<file path="src/rtl/core/pcp_pkg.sv">
// Shared types, widths and register codes for the periodic contact penalty block.
// No dependencies; every other file in rtl/core imports this package.
`default_nettype none

package pcp_pkg;

    // Field and datapath widths.
    localparam int COORD_W = 24;
    localparam int FRAC_W  = 20;
    localparam int ROT_W   = 18;
    localparam int LIM_W   = 20;
    localparam int WGT_W   = 16;
    localparam int WSQ_W   = 48;
    localparam int ROW_W   = 63;
    localparam int MAT_W   = 21;
    localparam int D_W     = 27;
    localparam int F_W     = 21;
    localparam int PROD_W  = 42;
    localparam int P_W     = 46;
    localparam int Q_W     = 30;
    localparam int AQ_W    = 28;
    localparam int SQ_W    = 56;
    localparam int S_W     = 58;
    localparam int RAD_W   = 50;
    localparam int ROOT_W  = 25;
    localparam int CAND_W  = RAD_W + 2;
    localparam int NSHIFT  = 27;

    // Configuration register indexes.
    localparam int CFG_IDX_W = 2;
    localparam logic [CFG_IDX_W-1:0] CFG_ORTH_ROW_0 = 2'd0;
    localparam logic [CFG_IDX_W-1:0] CFG_ORTH_ROW_1 = 2'd1;
    localparam logic [CFG_IDX_W-1:0] CFG_ORTH_ROW_2 = 2'd2;

    // Rotation entry codes; the remaining code reads as zero.
    localparam logic [1:0] ROT_ZERO = 2'b00;
    localparam logic [1:0] ROT_POS  = 2'b01;
    localparam logic [1:0] ROT_NEG  = 2'b11;

    typedef logic signed [COORD_W-1:0] t_coord;
    typedef logic signed [D_W-1:0]     t_diff;
    typedef logic signed [F_W-1:0]     t_frac;
    typedef logic signed [MAT_W-1:0]   t_mat;
    typedef logic signed [PROD_W-1:0]  t_prod;
    typedef logic signed [P_W-1:0]     t_pmat;
    typedef logic signed [Q_W-1:0]     t_q;
    typedef logic [ROW_W-1:0]          t_row;

    // Side data that rides along with every item.
    typedef struct packed {
        logic [LIM_W-1:0] limit;
        logic [WGT_W-1:0] weight;
    } t_side;

endpackage

`default_nettype wire

</file>
<file path="src/rtl/core/pcp_isqrt.sv">
// Pipelined integer square root, one result bit per stage.
// Depends on pcp_pkg.
`default_nettype none

module pcp_isqrt (
    input  logic            i_clk,
    input  logic            i_rst_n,
    input  logic            i_en,
    input  logic            i_valid,
    input  logic [pcp_pkg::RAD_W-1:0] i_x,
    input  pcp_pkg::t_side  i_side,
    output logic            o_valid,
    output logic [pcp_pkg::ROOT_W-1:0] o_root,
    output pcp_pkg::t_side  o_side
);
    import pcp_pkg::*;

    logic [ROOT_W-1:0] r_v;
    logic [ROOT_W-1:0] s_root [ROOT_W+1];
    logic [RAD_W-1:0]  s_sq   [ROOT_W+1];
    logic [RAD_W-1:0]  s_x    [ROOT_W+1];
    t_side             s_side [ROOT_W+1];

    assign s_root[0] = '0;
    assign s_sq[0]   = '0;
    assign s_x[0]    = i_x;
    assign s_side[0] = i_side;

    always_ff @(posedge i_clk) begin
        if (!i_rst_n) begin
            r_v <= '0;
        end else if (i_en) begin
            r_v <= {r_v[ROOT_W-2:0], i_valid};
        end
    end

    // Each stage tries the next lower root bit, tracking root squared.
    for (genvar k = 0; k < ROOT_W; k++) begin : g_step
        localparam int B = ROOT_W - 1 - k;
        logic [CAND_W-1:0] cand;
        logic              take;
        logic [ROOT_W-1:0] r_root;
        logic [RAD_W-1:0]  r_sq;
        logic [RAD_W-1:0]  r_x;
        t_side             r_side;

        assign cand = CAND_W'(s_sq[k]) + (CAND_W'(s_root[k]) << (B + 1))
                    + (CAND_W'(1) << (2 * B));
        assign take = cand <= CAND_W'(s_x[k]);

        always_ff @(posedge i_clk) begin
            if (i_en) begin
                r_root <= take ? (s_root[k] | (ROOT_W'(1) << B)) : s_root[k];
                r_sq   <= take ? RAD_W'(cand) : s_sq[k];
                r_x    <= s_x[k];
                r_side <= s_side[k];
            end
        end

        assign s_root[k+1] = r_root;
        assign s_sq[k+1]   = r_sq;
        assign s_x[k+1]    = r_x;
        assign s_side[k+1] = r_side;
    end

    assign o_valid = r_v[ROOT_W-1];
    assign o_root  = s_root[ROOT_W];
    assign o_side  = s_side[ROOT_W];

endmodule

`default_nettype wire

</file>
<file path="config.mk">
export PLATFORM = sky130hd
export DESIGN_NAME = pcp_isqrt
export DESIGN_NICKNAME = d
export VERILOG_FILES = /design/src/rtl/core/pcp_pkg.sv /design/src/rtl/core/pcp_isqrt.sv
export SDC_FILE = /design/constraint.sdc
export NUM_CORES = 2
export LEC_CHECK = 0
export BUFFER_PORTS_ARGS = -buffer_cell sky130_fd_sc_hd__buf_2
export CAP_MARGIN = 10
export CORE_MARGIN = 3
export CORE_UTILIZATION = 40
export CTS_BUF_LIST = sky130_fd_sc_hd__clkbuf_4
export DETAILED_ROUTE_END_ITERATION = 10
export PLACE_DENSITY = 0.51
export SETUP_SLACK_MARGIN = 0.02
export SYNTH_ARGS = -nofsm -noshare
export SYNTH_HDL_FRONTEND = slang
export SYNTH_SLANG_ARGS = --single-unit
</file>
<file path="constraint.sdc">
create_clock -name i_clk -period 7.3 [get_ports i_clk]
set_clock_uncertainty 0.1 [all_clocks]
set_input_delay 1.095 -clock i_clk [delete_from_list [all_inputs] [get_ports i_clk]]
set_output_delay 1.095 -clock i_clk [all_outputs]
set_load 0.005 [all_outputs]
</file>
==> out/results.ini <==
[status]
status = finished, final reports clean

[place]
place.gp.congestion = 0.9008
hpwl_mm = 216.8
placed_cells = 13500
io_buffers = 151

[detailed_routing]
final_antenna_net_count = 0
vias_per_cell = 4.997
drc = 0
num_vias = 74980
wl_mm = 294.0
drt_iter0_markers = 4347
drtPass1Iterations = 6
routedWlPerCell_um = 19.59

[setup_path]
cp.required_ns = 8.40
critical_path.startpoint = g_step[12].r_root[14]
cp_cell_sequence = ha_1, a31oi_1, o21ai_0, a2111oi_0, nor3_1, a311o_1, and2_1, and3_1, xor2_1, ha_1, nand2_1, nor4_2, nand4_1, buf_4, nor4_4, o32a_1, buf_4, mux2_2
critical-path-max-stage-delay_ns = 0.63
reg2reg_depth = 18
rrSetupSlack_ns = 0.80
path_class = flop to flop
rr_endpoint = g_step[13].r_sq[29]
cp.arrival_ns = 7.61
cp_slowest_cell = nor4_2
end_kind = flop
critical_path.endpoint = g_step[13].r_sq[29]
critPathLaunchType = flop
r2r-start = g_step[12].r_root[14]
cp_max_fo = 27

[sta]
rsz0062_at_grt = false
hold_viol = 0
tightest_slew_ns = 1.378
whs_ns = 0.2431
slew_violations = 0
max_freq_mhz = 153.8
period_minus_slack_ns = 6.502
max_slew_margin_pct = 8.147
finalSetupViolations = 0
period_share_pct = 89.07

[clock_network]
cts_made_buffers = 790
clk_latency_ns = 1.46
tritoncts = built
h-tree-depth = 6
clockRootBuffer = clkbuf_4
clk_path_buf_depth = 4
cts.sinks = 3025
path_clk_slew_ns = 0.07

[synth]
netlist_instances = 8966
synth_seq_cells = 3025
syn_area_um2 = 132600
yosys_warnings = 0
synth_edf_count = 3000
ys_top_cells_by_count = 3000 x edfxtp_1, 898 x ha_1, 718 x inv_1, 501 x nand2_1, 455 x xnor2_1
yosys.cell_types.count = 95
synth_ff_type = edfxtp_1
async_flop_share_pct = 0
synthTopCellsByArea = edfxtp_1 68%, ha_1 8.5%, xnor2_1 3.0%, xor2_1 2.1%, inv_1 2.0%
yosysTopAreaCellShare_pct = 67.94
seq_area_frac_synth_pct = 68.32
synth_nets = 9954
yosysTopAreaCell = edfxtp_1
synth_most_common_cell = edfxtp_1
avgSynthCellArea_um2 = 14.79

[floorplanning]
fp.dieH_um = 581.7
core_area_um2 = 328700
die_area_um2 = 338400
fp.dieW_um = 581.7
num_rows = 210
initial_utilization_pct = 40.34
ios = 152

[worst_hold_path]
hold_depth = 2
hold_class = input port to flop

[global_route]
grt_pass1_wl_mm = 453.2
antenna_found_initial = 11
grt_max_degree = 210
grt_use_total_pct = 17.17
grtUsageMet1_pct = 20.73
overflow = 0
gr-usage-met3_pct = 2.951
first_global_vias = 78770
busiest_layer = met2
met2_usage_pct = 30.08

[job]
drv_cap = 0

[layout]
syn_to_final_growth_pct = 13.73
nNetsFinal = 11060
stdcell_count = 15010
layout-drive-gt1-share_pct = 16.70
final_util_pct = 45.87

[power_and_ir_drop]
power_density_nw_per_um2 = 330.0
p_leak_nw = 58.35
ir_drop_uv = 160.8
p_total_mw = 49.76

[layout make-up]
cell class	count	area, um2
multi-input combinational	5128	38960
sequential	3025	90590
clock inverter	243	1355
inverter	722	2713
timing repair buffer	409	3321
tap	4346	5438
fill	29200	177900
clock buffer	1117	8386
antenna	15	37.54
[through the flow]
stage	TNS, ns	area [um2]	setup WS (ns)
5_1_grt	0	150800	0.2489
6_report	0	150800	0.7978
3_5_place_dp	-15.23	139700	-0.6768
4_1_cts	0	150700	0.04659
3_3_place_gp	-15.40	139600	-0.6818
2_1_floorplan	0	132600	2.163
[routing by layer]
metal,vias to the layer above,share of wire [%]
met5,-,0.049
met4,20,4.2
met3,651,3.8
met2,1519,50
met1,36240,42
li1,36560,-
[critical path, delay by kind of cell (launching register included)]
kind | cells | cell delay, ns
buf+inv | 2 | 0.60
fa+ha+maj | 2 | 0.67
mux | 1 | 0.40
simple gates | 7 | 2.18
flops | 1 | 0.42
compound gates | 5 | 1.70
xor+xnor | 1 | 0.15
[what timing repair did]
| action | in CTS | in global routing |
|---|---|---|
| setup endpoints to repair | 28 | 24 |
| pin swaps | 0 | 1 |
| hold buffers | 131 | 0 |
| buffers inserted | 0 | 1 |
| gates resized for setup | 2 | 1 |
| hold endpoints to repair | 151 | 0 |
[how the worst min path moves through the flow]
stage,start,end,slack (ns)
after floorplan,g_step[9].r_side[0],g_step[10].r_side[0],0.30
after global placement,g_step[12].r_side[20],g_step[13].r_side[20],0.30
final,i_x[1],g_step[0].r_x[1],0.24
after detailed placement,g_step[9].r_side[15],g_step[10].r_side[15],0.30
after CTS,i_x[28],g_step[0].r_x[28],0.003
after global routing,i_side[24],g_step[0].r_side[24],0.10
[registers in the layout, summed over array words and instances, names as in the netlist]
signal         flops
g_step.r_side    864
o_side            36
g_step.r_root    299
g_step.r_sq      576
g_step.r_x      1200
o_root            25
r_v               25
[power by group]
group	internal [mW]	switching, mW	total (mW)
Combinational	5.46	7.31	12.8
Sequential	21.5	1.41	22.9
Clock	7.28	6.83	14.1
[cells in the final DEF (no fill, tap or decap), types with 15 or more instances in the layout]
master         synthesis  layout
a31oi_1               68      68
nand2_1              501     501
ha_1                 898     898
and4_1                31      31
o211ai_1              26      26
buf_4                  8     103
buf_12                 0      24
nor3b_1               22      22
and2_1                48      48
mux2_2               219     219
xnor2_1              455     455
mux2i_1               26      26
o21a_1                66      66
nor2b_1               98      98
nor2_1               383     383
edfxtp_1            3000    3000
o21bai_1              34      34
nand4_1              177     177
diode_2                0      15
buf_2                 26     151
xor2_1               316     316
nand3_1              193     193
nor4b_1               29      28
nor3_1               129     129
clkinv_1               1     154
or2_2                 21      21
a211oi_1              40      40
inv_6                  0      17
inv_1                718     718
dlygate4sd3_1          0     131
a21oi_1              380     379
clkbuf_4               0    1117
dfxtp_1               25      25
and3_1                90      90
a21o_1               215     215
nand2b_1              46      46
or3_1                 20      20
nor4_1               144     139
o21ai_0              192     191
clkinv_2               0      31
[cells by family (layout without fill, tap and decap cells)]
kind of cell,count (synthesis),in the layout,share of synthesized area (%)
muxes,245,245,2.056
other,0,15,0
DFF,3025,3025,68.32
xor gates and xnor gates,771,771,5.093
adders and majority gates,898,898,8.474
and+or+nand+nor,1978,1978,7.574
buffers and inverters,813,2491,2.356
AOI/OAI and AO/OA,1236,1236,6.124
Power figures use the tool's default switching activity.
