$ cat config.mk
export PLATFORM = sky130hd
export DESIGN_NAME = pcp_front
export DESIGN_NICKNAME = d
export VERILOG_FILES = /design/src/rtl/core/pcp_pkg.sv /design/src/rtl/core/pcp_front.sv
export SDC_FILE = /design/constraint.sdc
export NUM_CORES = 1
export LEC_CHECK = 0
export BUFFER_PORTS_ARGS = -buffer_cell sky130_fd_sc_hd__buf_2
export CAP_MARGIN = 30
export CORE_UTILIZATION = 50
export CTS_CLUSTER_DIAMETER = 100
export DETAILED_ROUTE_END_ITERATION = 16
export PLACE_DENSITY = 0.77
export REMOVE_ABC_BUFFERS = 1
export SLEW_MARGIN = 5
export SYNTH_ARGS = -nofsm -noshare
export SYNTH_HDL_FRONTEND = slang
export SYNTH_SLANG_ARGS = --single-unit
$ cat constraint.sdc
create_clock -name i_clk -period 6.65 [get_ports i_clk]
set_clock_uncertainty 0.05 [all_clocks]
set_input_delay 0.665 -clock i_clk [delete_from_list [all_inputs] [get_ports i_clk]]
set_output_delay 0.665 -clock i_clk [all_outputs]
set_load 0.02 [all_outputs]
$ cat src/rtl/core/pcp_pkg.sv
// Shared types, widths and register codes for the periodic contact penalty block.
// No dependencies; every other file in rtl/core imports this package.
`default_nettype none

package pcp_pkg;

    // Field and datapath widths.
    localparam int COORD_W = 24;
    localparam int FRAC_W  = 20;
    localparam int ROT_W   = 18;
    localparam int LIM_W   = 20;
    localparam int WGT_W   = 16;
    localparam int WSQ_W   = 48;
    localparam int ROW_W   = 63;
    localparam int MAT_W   = 21;
    localparam int D_W     = 27;
    localparam int F_W     = 21;
    localparam int PROD_W  = 42;
    localparam int P_W     = 46;
    localparam int Q_W     = 30;
    localparam int AQ_W    = 28;
    localparam int SQ_W    = 56;
    localparam int S_W     = 58;
    localparam int RAD_W   = 50;
    localparam int ROOT_W  = 25;
    localparam int CAND_W  = RAD_W + 2;
    localparam int NSHIFT  = 27;

    // Configuration register indexes.
    localparam int CFG_IDX_W = 2;
    localparam logic [CFG_IDX_W-1:0] CFG_ORTH_ROW_0 = 2'd0;
    localparam logic [CFG_IDX_W-1:0] CFG_ORTH_ROW_1 = 2'd1;
    localparam logic [CFG_IDX_W-1:0] CFG_ORTH_ROW_2 = 2'd2;

    // Rotation entry codes; the remaining code reads as zero.
    localparam logic [1:0] ROT_ZERO = 2'b00;
    localparam logic [1:0] ROT_POS  = 2'b01;
    localparam logic [1:0] ROT_NEG  = 2'b11;

    typedef logic signed [COORD_W-1:0] t_coord;
    typedef logic signed [D_W-1:0]     t_diff;
    typedef logic signed [F_W-1:0]     t_frac;
    typedef logic signed [MAT_W-1:0]   t_mat;
    typedef logic signed [PROD_W-1:0]  t_prod;
    typedef logic signed [P_W-1:0]     t_pmat;
    typedef logic signed [Q_W-1:0]     t_q;
    typedef logic [ROW_W-1:0]          t_row;

    // Side data that rides along with every item.
    typedef struct packed {
        logic [LIM_W-1:0] limit;
        logic [WGT_W-1:0] weight;
    } t_side;

endpackage

`default_nettype wire

$ cat src/rtl/core/pcp_front.sv
// Front end: symmetry mapping of atom B and nearest-integer cell reduction.
// Depends on pcp_pkg.
`default_nettype none

module pcp_front (
    input  logic               i_clk,
    input  logic               i_rst_n,
    input  logic               i_en,
    input  logic               i_valid,
    input  pcp_pkg::t_coord    i_a [3],
    input  pcp_pkg::t_coord    i_b [3],
    input  pcp_pkg::t_coord    i_t [3],
    input  logic [pcp_pkg::ROT_W-1:0] i_rot,
    input  pcp_pkg::t_side     i_side,
    output logic               o_valid,
    output pcp_pkg::t_frac     o_f [3],
    output pcp_pkg::t_side     o_side
);
    import pcp_pkg::*;

    // One rotation entry times a coordinate.
    function automatic t_diff rot_term(input logic [1:0] code, input t_coord b);
        case (code)
            ROT_POS: rot_term = t_diff'(b);
            ROT_NEG: rot_term = -t_diff'(b);
            default: rot_term = '0;
        endcase
    endfunction

    logic [1:0]  r_v;
    t_diff       n_d [3];
    t_diff       r_d [3];
    t_frac       n_f [3];
    t_frac       r_f [3];
    t_side       r_side [2];
    logic [D_W-1:0] mag [3];
    logic [6:0]     rnd [3];
    logic signed [D_W:0] fa [3];

    // Stage 1: d = A - (R*B + t).
    always_comb begin
        for (int i = 0; i < 3; i++) begin
            n_d[i] = t_diff'(i_a[i]) - t_diff'(i_t[i]);
            for (int j = 0; j < 3; j++) begin
                n_d[i] = n_d[i] - rot_term(i_rot[2*(3*i+j) +: 2], i_b[j]);
            end
        end
    end

    // Stage 2: subtract the nearest integer, halves away from zero.
    always_comb begin
        for (int i = 0; i < 3; i++) begin
            mag[i] = r_d[i][D_W-1] ? D_W'(-r_d[i]) : D_W'(r_d[i]);
            rnd[i] = 7'((mag[i] + D_W'(1 << (FRAC_W - 1))) >> FRAC_W);
            fa[i]  = $signed({1'b0, mag[i]}) - $signed({1'b0, rnd[i], {FRAC_W{1'b0}}});
            n_f[i] = r_d[i][D_W-1] ? t_frac'(-fa[i]) : t_frac'(fa[i]);
        end
    end

    // Valid bits travel with the data.
    always_ff @(posedge i_clk) begin
        if (!i_rst_n) begin
            r_v <= '0;
        end else if (i_en) begin
            r_v <= {r_v[0], i_valid};
        end
    end

    always_ff @(posedge i_clk) begin
        if (i_en) begin
            r_d       <= n_d;
            r_f       <= n_f;
            r_side[0] <= i_side;
            r_side[1] <= r_side[0];
        end
    end

    assign o_valid = r_v[1];
    assign o_f     = r_f;
    assign o_side  = r_side[1];

endmodule

`default_nettype wire

==> flow_metrics.tcl, run 1 <==
set metrics [dict create \
    status "finished clean" \
    finalMaxSlewViolations 0 \
    coreArea_um2 47800 \
    floorplan.die_area_um2 49500 \
    hold_buffers 0 \
    maxCapViolCount 0 \
    p_sw_frac 0.455 \
    place_ws_ns 0.198 \
    cp.required_ns 6.82 \
    dieHeight_um 222 \
    worstSkewPairLatency_ns 0.46 \
    end_kind "flop" \
    setup_slack_ns 0.610 \
    period_needed_ns 6.04 \
    critPathLaunchType "primary input" \
    die_width_um 222 \
    boundaryPins 374 \
    via_count 19800 \
    dp_cells 3587 \
    syn_avg_cell_area_um2 8.90 \
    fmax_mhz 166 \
    routed_wirelength_mm 71.3 \
    max_slew_margin 0.393 \
    clkSinkCount 200 \
    wl_per_cell_um 19.5 \
    antenna_found_initial 38 \
    hpwl_mm 60.0 \
    cts_tree "done" \
    rsz0062_at_grt "no" \
    cts_resized 0 \
    min_from "i_side[17]" \
    grt_pass1_vias 19500 \
    hold_end "r_side[0][17]" \
    power.share.combinational 0.611 \
    drcViolationCount 0 \
    clkTransAtPathRegs_ns 0.09 \
    worstPathArrival_ns 6.21 \
    synth_cells 2731 \
    layout.nets 3590 \
    synth_edf_count 198 \
    finalSetupViolCount 0 \
    min_path_cells 1 \
    r2r_start "r_d[27]" \
    dr.pass1.iters 6 \
    powerDensity_nw_per_um2 343 \
    synthArstFlopShare 0 \
    clock-root-buffer "clkbuf_16" \
    reg2reg_depth 10 \
    p_clk_frac 0.120 \
    critPathMaxFanout 6 \
    rows 80 \
    grt_use_total 0.289 \
    grt_pass1_wl_mm 108 \
    instances_no_fill 3650 \
    p_int_mw 5.08 \
    hold_viol 0 \
    ys_top_cells_by_area "edfxtp_1 24%, fa_1 19%, xnor2_1 10%, inv_1 7.4%, nand2_1 5.1%" \
    power_frac_seq 0.269 \
    drt_iter0_drc 1507 \
    grt_overflow 0 \
    crit_type "in -> reg" \
    h-tree-depth 4 \
    leakagePower_nw 12.6 \
    ant_nets 0 \
    tns_ns 0 \
    hp-class "in -> reg" \
    netlist_area_um2 24300 \
    synthToLayoutAreaGrowth_pct 11.6 \
    synth.top_cell.area_share 0.245 \
    grt_max_degree 122 \
    irDropWorstVdd_v 0.000207 \
    start_util 0.508 \
    via_per_inst 5.41 \
    routabilityCongestion 0.961 \
    min_period_over_period 0.908 \
    cts-buffers-inserted 17 \
    power.switching_mw 4.24 \
    cts_buffer_depth 2 \
    synth_cell_types 94 \
    synth_top_area_cell "edfxtp_1" \
    hold-worst-slack_ns 0.330 \
    synth-seq-cells 200 \
    rr_endpoint "o_f[41]" \
    yosysWarnings 0 \
    portBuffers 373 \
    tightest_slew_ns 0.911 \
    synthFlopType "edfxtp_1" \
    layout-drive-gt1-share 0.164 \
    regToRegSetupSlack_ns 3.21 \
    seq_area_frac_synth 0.246 \
    post_cts_buffers 0 \
]
## synth_stat cells, types with 50 or more instances
cell        n
a21oi_1    77
and2_1    120
clkbuf_1   98
edfxtp_1  198
fa_1      234
ha_1       90
inv_1     479
nand2_1   328
nor2_1    119
nor2b_1    55
o21ai_0    50
xnor2_1   278
xor2_1     61
## power groups by stage
stage               clock network (mW)  logic (mW)  registers [mW]
CTS                               1.15        5.65            2.50
finish                            1.12        5.69            2.51
detailed placement                   0        5.61            2.53
global route                      1.17        6.35            2.57
global placement                     0        5.41            2.50
floorplan                            0        3.96            2.66
## metrics by stage
step / power, mW / utilization / cell area, µm²
after floorplan: 6.61 / - / 23500
after global placement: 7.92 / 0.552 / 26400
after detailed placement: 8.14 / 0.552 / 26400
after CTS: 9.30 / 0.565 / 27000
after global routing: 10.1 / 0.566 / 27100
final: 9.32 / 0.567 / 27100
## registers in the layout, indices dropped and copies added, names as in the netlist
signal  cells
r_side     72
r_v         2
r_d        63
o_f        63
## area by class of cell
cell class | instances | area [µm²]
timing repair buffer | 408 | 2160
tap | 615 | 769
inverter | 480 | 1800
clock inverter | 14 | 186
antenna | 30 | 75.1
multi-input combinational | 1885 | 15700
clock buffer | 18 | 429
sequential | 200 | 5990
fill | 4389 | 20700
## placed cells by master, fill, tap and decap left out, types with 61 or more instances in the layout
cell,instances
xor2_1,61
nor2_1,119
inv_1,479
and2_1,120
a21oi_1,77
nand2_1,328
buf_2,372
xnor2_1,278
edfxtp_1,198
fa_1,234
ha_1,90
## how the worst max path moves through the flow
stage,startpoint,end,cells past startpoint
after detailed placement,i_b[24],r_d[53],23
after global placement,i_b[24],r_d[53],23
after floorplan,i_b[48],r_d[19],24
final,i_b[24],r_d[53],23
after global routing,i_b[24],r_d[53],23
after CTS,i_b[48],r_d[19],25
## worst max-delay path, cell delays in order
cell and delay, ns:
buf_2 0.14, inv_1 0.06, ha_1 0.18, or3b_1 0.48, nor2_1 0.28, nand4_1 0.25
or3_1 0.48, or3_1 0.38, nand2_1 0.10, xnor2_1 0.10, and2_1 0.15, fa_1 0.44
fa_1 0.54, inv_1 0.05, fa_1 0.45, ha_1 0.32, a21o_1 0.17, a21o_1 0.17
a21o_1 0.17, a21o_1 0.17, a21oi_1 0.15, o221ai_1 0.14, xnor2_1 0.14
## kinds of logic after synthesis
group,synth area share
compound gates,0.0815
xor+xnor,0.126
fa+ha+maj,0.239
buf+inv,0.107
flops,0.246
mux,0.0100
simple gates,0.191
## layer usage
| layer | vias up | track usage | wire length [µm] |
|---|---|---|---|
| li1 | 9235 | - | - |
| met1 | 9603 | 0.371 | 29100 |
| met2 | 759 | 0.468 | 33400 |
| met3 | 142 | 0.0534 | 5340 |
| met4 | 20 | 0.147 | 3290 |
| met5 | - | 0 | 127 |
(Power assumes the default switching activity.)
==> inputs of run 2 (changes only) <==
--- a/config.mk
+++ b/config.mk
@@ -7,10 +7,10 @@
 export LEC_CHECK = 0
 export BUFFER_PORTS_ARGS = -buffer_cell sky130_fd_sc_hd__buf_2
 export CAP_MARGIN = 30
-export CORE_UTILIZATION = 50
+export CORE_UTILIZATION = 38
 export CTS_CLUSTER_DIAMETER = 100
 export DETAILED_ROUTE_END_ITERATION = 16
-export PLACE_DENSITY = 0.77
+export PLACE_DENSITY = 0.62
 export REMOVE_ABC_BUFFERS = 1
 export SLEW_MARGIN = 5
 export SYNTH_ARGS = -nofsm -noshare
==> flow_metrics.tcl, run 2 (synthesis gave the netlist of run 1 again) <==
set metrics [dict create \
    status "finished clean" \
    worstSkewPairLatency_ns 0.46 \
    grt_pass1_wl_mm 104 \
    cp_top_family "simple AND/OR/NAND/NOR gates" \
    tns_ns 0 \
    largest_reg_flops 72 \
    max_stage_delay_ns 0.52 \
    power.share.combinational 0.614 \
    hold-worst-slack_ns 0.322 \
    hold_viol 0 \
    setup_slack_ns 0.423 \
    rows 92 \
    start_util 0.385 \
    dieHeight_um 255 \
    largest_register "r_side" \
    p_int_mw 4.99 \
    clkTransAtPathRegs_ns 0.08 \
    clock-root-buffer "clkbuf_16" \
    grt_use_total 0.215 \
    crit_top_cell "inv_1" \
    irDropWorstVdd_v 0.000173 \
    post_cts_buffers 0 \
    critPathMaxFanout 9 \
    p_clk_frac 0.114 \
    cts_tree "done" \
    tightest_slew_ns 0.961 \
    hp-class "in -> reg" \
    antenna_found_initial 29 \
    drcViolationCount 0 \
    worst-path-buf-inv 5 \
    rsz0062_at_grt "no" \
    via_count 19000 \
    layout-drive-gt1-share 0.165 \
    synthToLayoutAreaGrowth_pct 12.4 \
    portBuffers 373 \
    routed_wirelength_mm 69.3 \
    dr.pass1.iters 6 \
    clkSinkCount 200 \
    hold_buffers 0 \
    leakagePower_nw 12.5 \
    ant_nets 0 \
    grt_max_degree 84 \
    cts_resized 0 \
    drt_iter0_drc 1366 \
    p_sw_frac 0.454 \
    slowest_stage "fa_1" \
    cts-buffers-inserted 17 \
    via_per_inst 4.92 \
    routabilityCongestion 0.963 \
    grt_overflow 0 \
    min_period_over_period 0.936 \
    final_common_cell "inv_1" \
    grt_pass1_vias 18300 \
    power.switching_mw 4.16 \
    hpwl_mm 59.3 \
    crit_type "in -> reg" \
    place_ws_ns 0.0909 \
    cp_cell_sequence "buf_2 > inv_1 > ha_1 > or3b_1 > or3_1 > nand2_1 > xnor2_1 > and2_1 > fa_1 > inv_1 > fa_1 > inv_1 > fa_1 > inv_1 > ha_1 > or3_1 > a211oi_1 > a211oi_1 > nor4_1 > o21bai_1 > a211oi_1 > a21oi_1 > xor2_1" \
    die_width_um 255 \
    end_kind "flop" \
    finalMaxSlewViolations 0 \
    final_core_util 0.433 \
    period_needed_ns 6.23 \
    max_slew_margin 0.359 \
    wl_per_cell_um 17.9 \
    design_area_um2 27300 \
    finalSetupViolCount 0 \
    critPathLaunchType "primary input" \
    maxCapViolCount 0 \
    cts_buffer_depth 2 \
    power_frac_seq 0.272 \
    fmax_mhz 161 \
    cp.required_ns 6.80 \
    layout_common_cells "479 x inv_1, 372 x buf_2, 328 x nand2_1" \
    h-tree-depth 4 \
    coreArea_um2 63200 \
    powerDensity_nw_per_um2 335 \
    post_dp_cell_area_um2 26700 \
    layout.nets 3591 \
    boundaryPins 374 \
    floorplan.die_area_um2 65000 \
    worstPathArrival_ns 6.38 \
]
## run 2: worst register-to-register path: stages, from the launching register on
cell,delay [ns]
edfxtp_1,0.47
inv_1,0.11
ha_1,0.25
nor4b_4,0.43
nand3_2,0.17
or4_1,0.58
xnor2_2,0.22
a32o_1,0.23
nor4b_2,0.28
o21ai_0,0.12
a21o_1,0.20
## run 2: final cells by class
type                    instances  area, µm²
fillers                      6383      35900
inverters                     480       1800
repair buffers                409       2150
well taps                     846       1060
diodes                         13       32.5
multi-input cells            1885      15700
clock inverters                14        150
flip-flops and latches        200       5990
clock buffers                  18        429
## run 2: metrics by stage
step,cells,power (mW)
6_report,3865,9.15
5_1_grt,3859,10.1
4_1_cts,3852,9.21
3_5_place_dp,3820,8.12
3_3_place_gp,3820,8.07
2_1_floorplan,2565,6.61
## run 2: power by group through the flow
| stage | registers [mW] | clock network, mW | logic (mW) |
|---|---|---|---|
| final | 2.49 | 1.04 | 5.62 |
| after global routing | 2.56 | 1.13 | 6.37 |
| after CTS | 2.49 | 1.09 | 5.64 |
| after detailed placement | 2.52 | 0 | 5.60 |
| after global placement | 2.51 | 0 | 5.56 |
| after floorplan | 2.66 | 0 | 3.96 |
## run 2: worst paths after layout
check,startpoint,endpoint,slack (ns),cells after the start
hold / removal,i_side[30],r_side[0][30],0.32,1
hold reg to reg,r_side[0][26],r_side[0][62],0.37,0
setup / recovery,i_b[48],r_d[73],0.42,23
setup reg to reg,r_d[27],o_f[41],3.30,10
## run 2: metal layers
| layer | share of wire | track usage | vias to the layer above |
|---|---|---|---|
| met5 | 0.0023 | 0 | - |
| met4 | 0.030 | 0.0766 | 26 |
| met1 | 0.44 | 0.293 | 9099 |
| met3 | 0.071 | 0.0414 | 97 |
| met2 | 0.45 | 0.339 | 595 |
| li1 | - | - | 9201 |
==> inputs of run 3 (changes only) <==
--- a/config.mk
+++ b/config.mk
@@ -5,8 +5,9 @@
 export SDC_FILE = /design/constraint.sdc
 export NUM_CORES = 1
 export LEC_CHECK = 0
-export BUFFER_PORTS_ARGS = -buffer_cell sky130_fd_sc_hd__buf_2
+export BUFFER_PORTS_ARGS = -buffer_cell sky130_fd_sc_hd__buf_4
 export CAP_MARGIN = 30
+export CORE_MARGIN = 2
 export CORE_UTILIZATION = 38
 export CTS_CLUSTER_DIAMETER = 100
 export DETAILED_ROUTE_END_ITERATION = 16
@@ -16,3 +17,4 @@
 export SYNTH_ARGS = -nofsm -noshare
 export SYNTH_HDL_FRONTEND = slang
 export SYNTH_SLANG_ARGS = --single-unit
+export TNS_END_PERCENT = 10
==> flow_metrics.tcl, run 3 (synthesis gave the netlist of run 1 again) <==
set metrics [dict create \
    clock-root-buffer "clkbuf_16" \
    maxCapViolCount 0 \
    antenna_found_initial 10 \
    grt_use_total 0.209 \
    post_cts_buffers 0 \
    layout.nets 3578 \
    layout-drive-gt1-share 0.161 \
    via_per_inst 4.94 \
    powerDensity_nw_per_um2 331 \
    grt_pass1_vias 18200 \
    drcViolationCount 0 \
    cts_resized 0 \
    seqCellArea_um2 5990 \
    period_needed_ns 6.07 \
    status "finished clean" \
    wl_per_cell_um 17.8 \
    fmax_mhz 165 \
    via_count 19000 \
    irDropWorstVdd_v 0.000204 \
    finalMaxSlewViolations 0 \
    hp-class "in -> reg" \
    min_period_over_period 0.912 \
    portBuffers 373 \
    worstSkewPairLatency_ns 0.47 \
    finalSetupViolCount 0 \
    largest_reg_flops 72 \
    tightest_slew_ns 0.741 \
    routed_wirelength_mm 68.2 \
    cts-buffers-inserted 17 \
    fillCellCount 6333 \
    cts_buffer_depth 2 \
    routabilityCongestion 0.925 \
    hpwl_mm 58.2 \
    grt_pass1_wl_mm 105 \
    ant_nets 0 \
    crit_type "in -> reg" \
    final_core_util 0.446 \
    worstPathArrival_ns 6.23 \
    start_util 0.385 \
    floorplan.die_area_um2 66000 \
    layout_common_cells "479 x inv_1, 394 x buf_4, 328 x nand2_1" \
    dieHeight_um 257 \
    rows 92 \
    multi_input_area_um2 15700 \
    critPathMaxFanout 6 \
    hold_viol 0 \
    clkTransAtPathRegs_ns 0.08 \
    drt_iter0_drc 1412 \
    final_common_cell "inv_1" \
    synthToLayoutAreaGrowth_pct 15.9 \
    max_slew_margin 0.506 \
    end_kind "flop" \
    dr.pass1.iters 5 \
    grt_max_degree 124 \
    tns_ns 0 \
    critPathLaunchType "primary input" \
    clkSinkCount 200 \
    hold_buffers 0 \
    boundaryPins 374 \
    cp.required_ns 6.81 \
    rsz0062_at_grt "no" \
    h-tree-depth 4 \
    leakagePower_nw 12.8 \
    grt_overflow 0 \
    cts_tree "done" \
    largest_register "r_side" \
    die_width_um 257 \
    coreArea_um2 63200 \
]
## run 3: cell count changes in the layout (fill, tap and decap cells not counted), moves of 2 or more
cell / previous run / this run
inv_8: 4 / 2
buf_2: 372 / 0
diode_2: 13 / 3
bufinv_16: 0 / 2
buf_4: 36 / 394
## run 3: per-layer routing
layer,vias up,share of wire,global-route usage
met1,9170,0.45,0.289
met3,62,0.064,0.0336
met4,14,0.021,0.0533
met5,-,0.0015,0
met2,581,0.47,0.341
li1,9147,-,-
## run 3: worst max-delay path, cell delays in order
cell and delay (ns):
buf_4 0.14, inv_1 0.05, ha_1 0.20, or3b_1 0.49, nor2_1 0.29, nand4_1 0.22
or3_1 0.45, or3_1 0.37, nand2_1 0.10, xnor2_1 0.14, and2_1 0.17, fa_1 0.44
fa_1 0.54, inv_1 0.05, fa_1 0.44, ha_1 0.31, a21o_1 0.16, a21o_1 0.17
a21o_1 0.16, a21o_1 0.16, a21oi_1 0.18, o221ai_1 0.15, xnor2_1 0.15
## run 3: worst paths after layout
| kind | start | endpoint | slack (ns) | depth (start not counted) |
|---|---|---|---|---|
| setup reg to reg | r_d[27] | o_f[41] | 3.29 | 10 |
| hold / removal | i_side[20] | r_side[0][20] | 0.32 | 1 |
| hold reg to reg | r_side[0][9] | r_side[0][45] | 0.37 | 0 |
| setup / recovery | i_b[24] | r_d[53] | 0.58 | 23 |
## run 3: power by group
| part | total [mW] | internal, mW | leakage, nW | switching, mW |
|---|---|---|---|---|
| registers | 2.50 | 2.08 | 1.95 | 0.423 |
| clock network | 1.09 | 0.570 | 0.298 | 0.517 |
| logic | 5.75 | 2.54 | 10.6 | 3.21 |
## run 3: final cells by class
class,count,area share
sequential,200,0.212
multi-input combinational,1885,0.558
antenna,3,0.000266
clock buffer,17,0.0151
clock inverter,15,0.00657
timing repair buffer,396,0.106
inverter,480,0.0639
tap,846,0.0376
## run 3: metrics by stage
step	hold slack, ns	setup slack (ns)	instances	instance area, µm²	total power, mW
floorplan	0.350	0.788	2565	23500	6.61
global placement	0.350	0.208	3807	27600	8.20
detailed placement	0.355	0.126	3807	27600	8.26
CTS	0.281	0.629	3839	28200	9.39
global route	0.283	0.206	3840	28200	10.2
finish	0.319	0.583	3842	28200	9.34
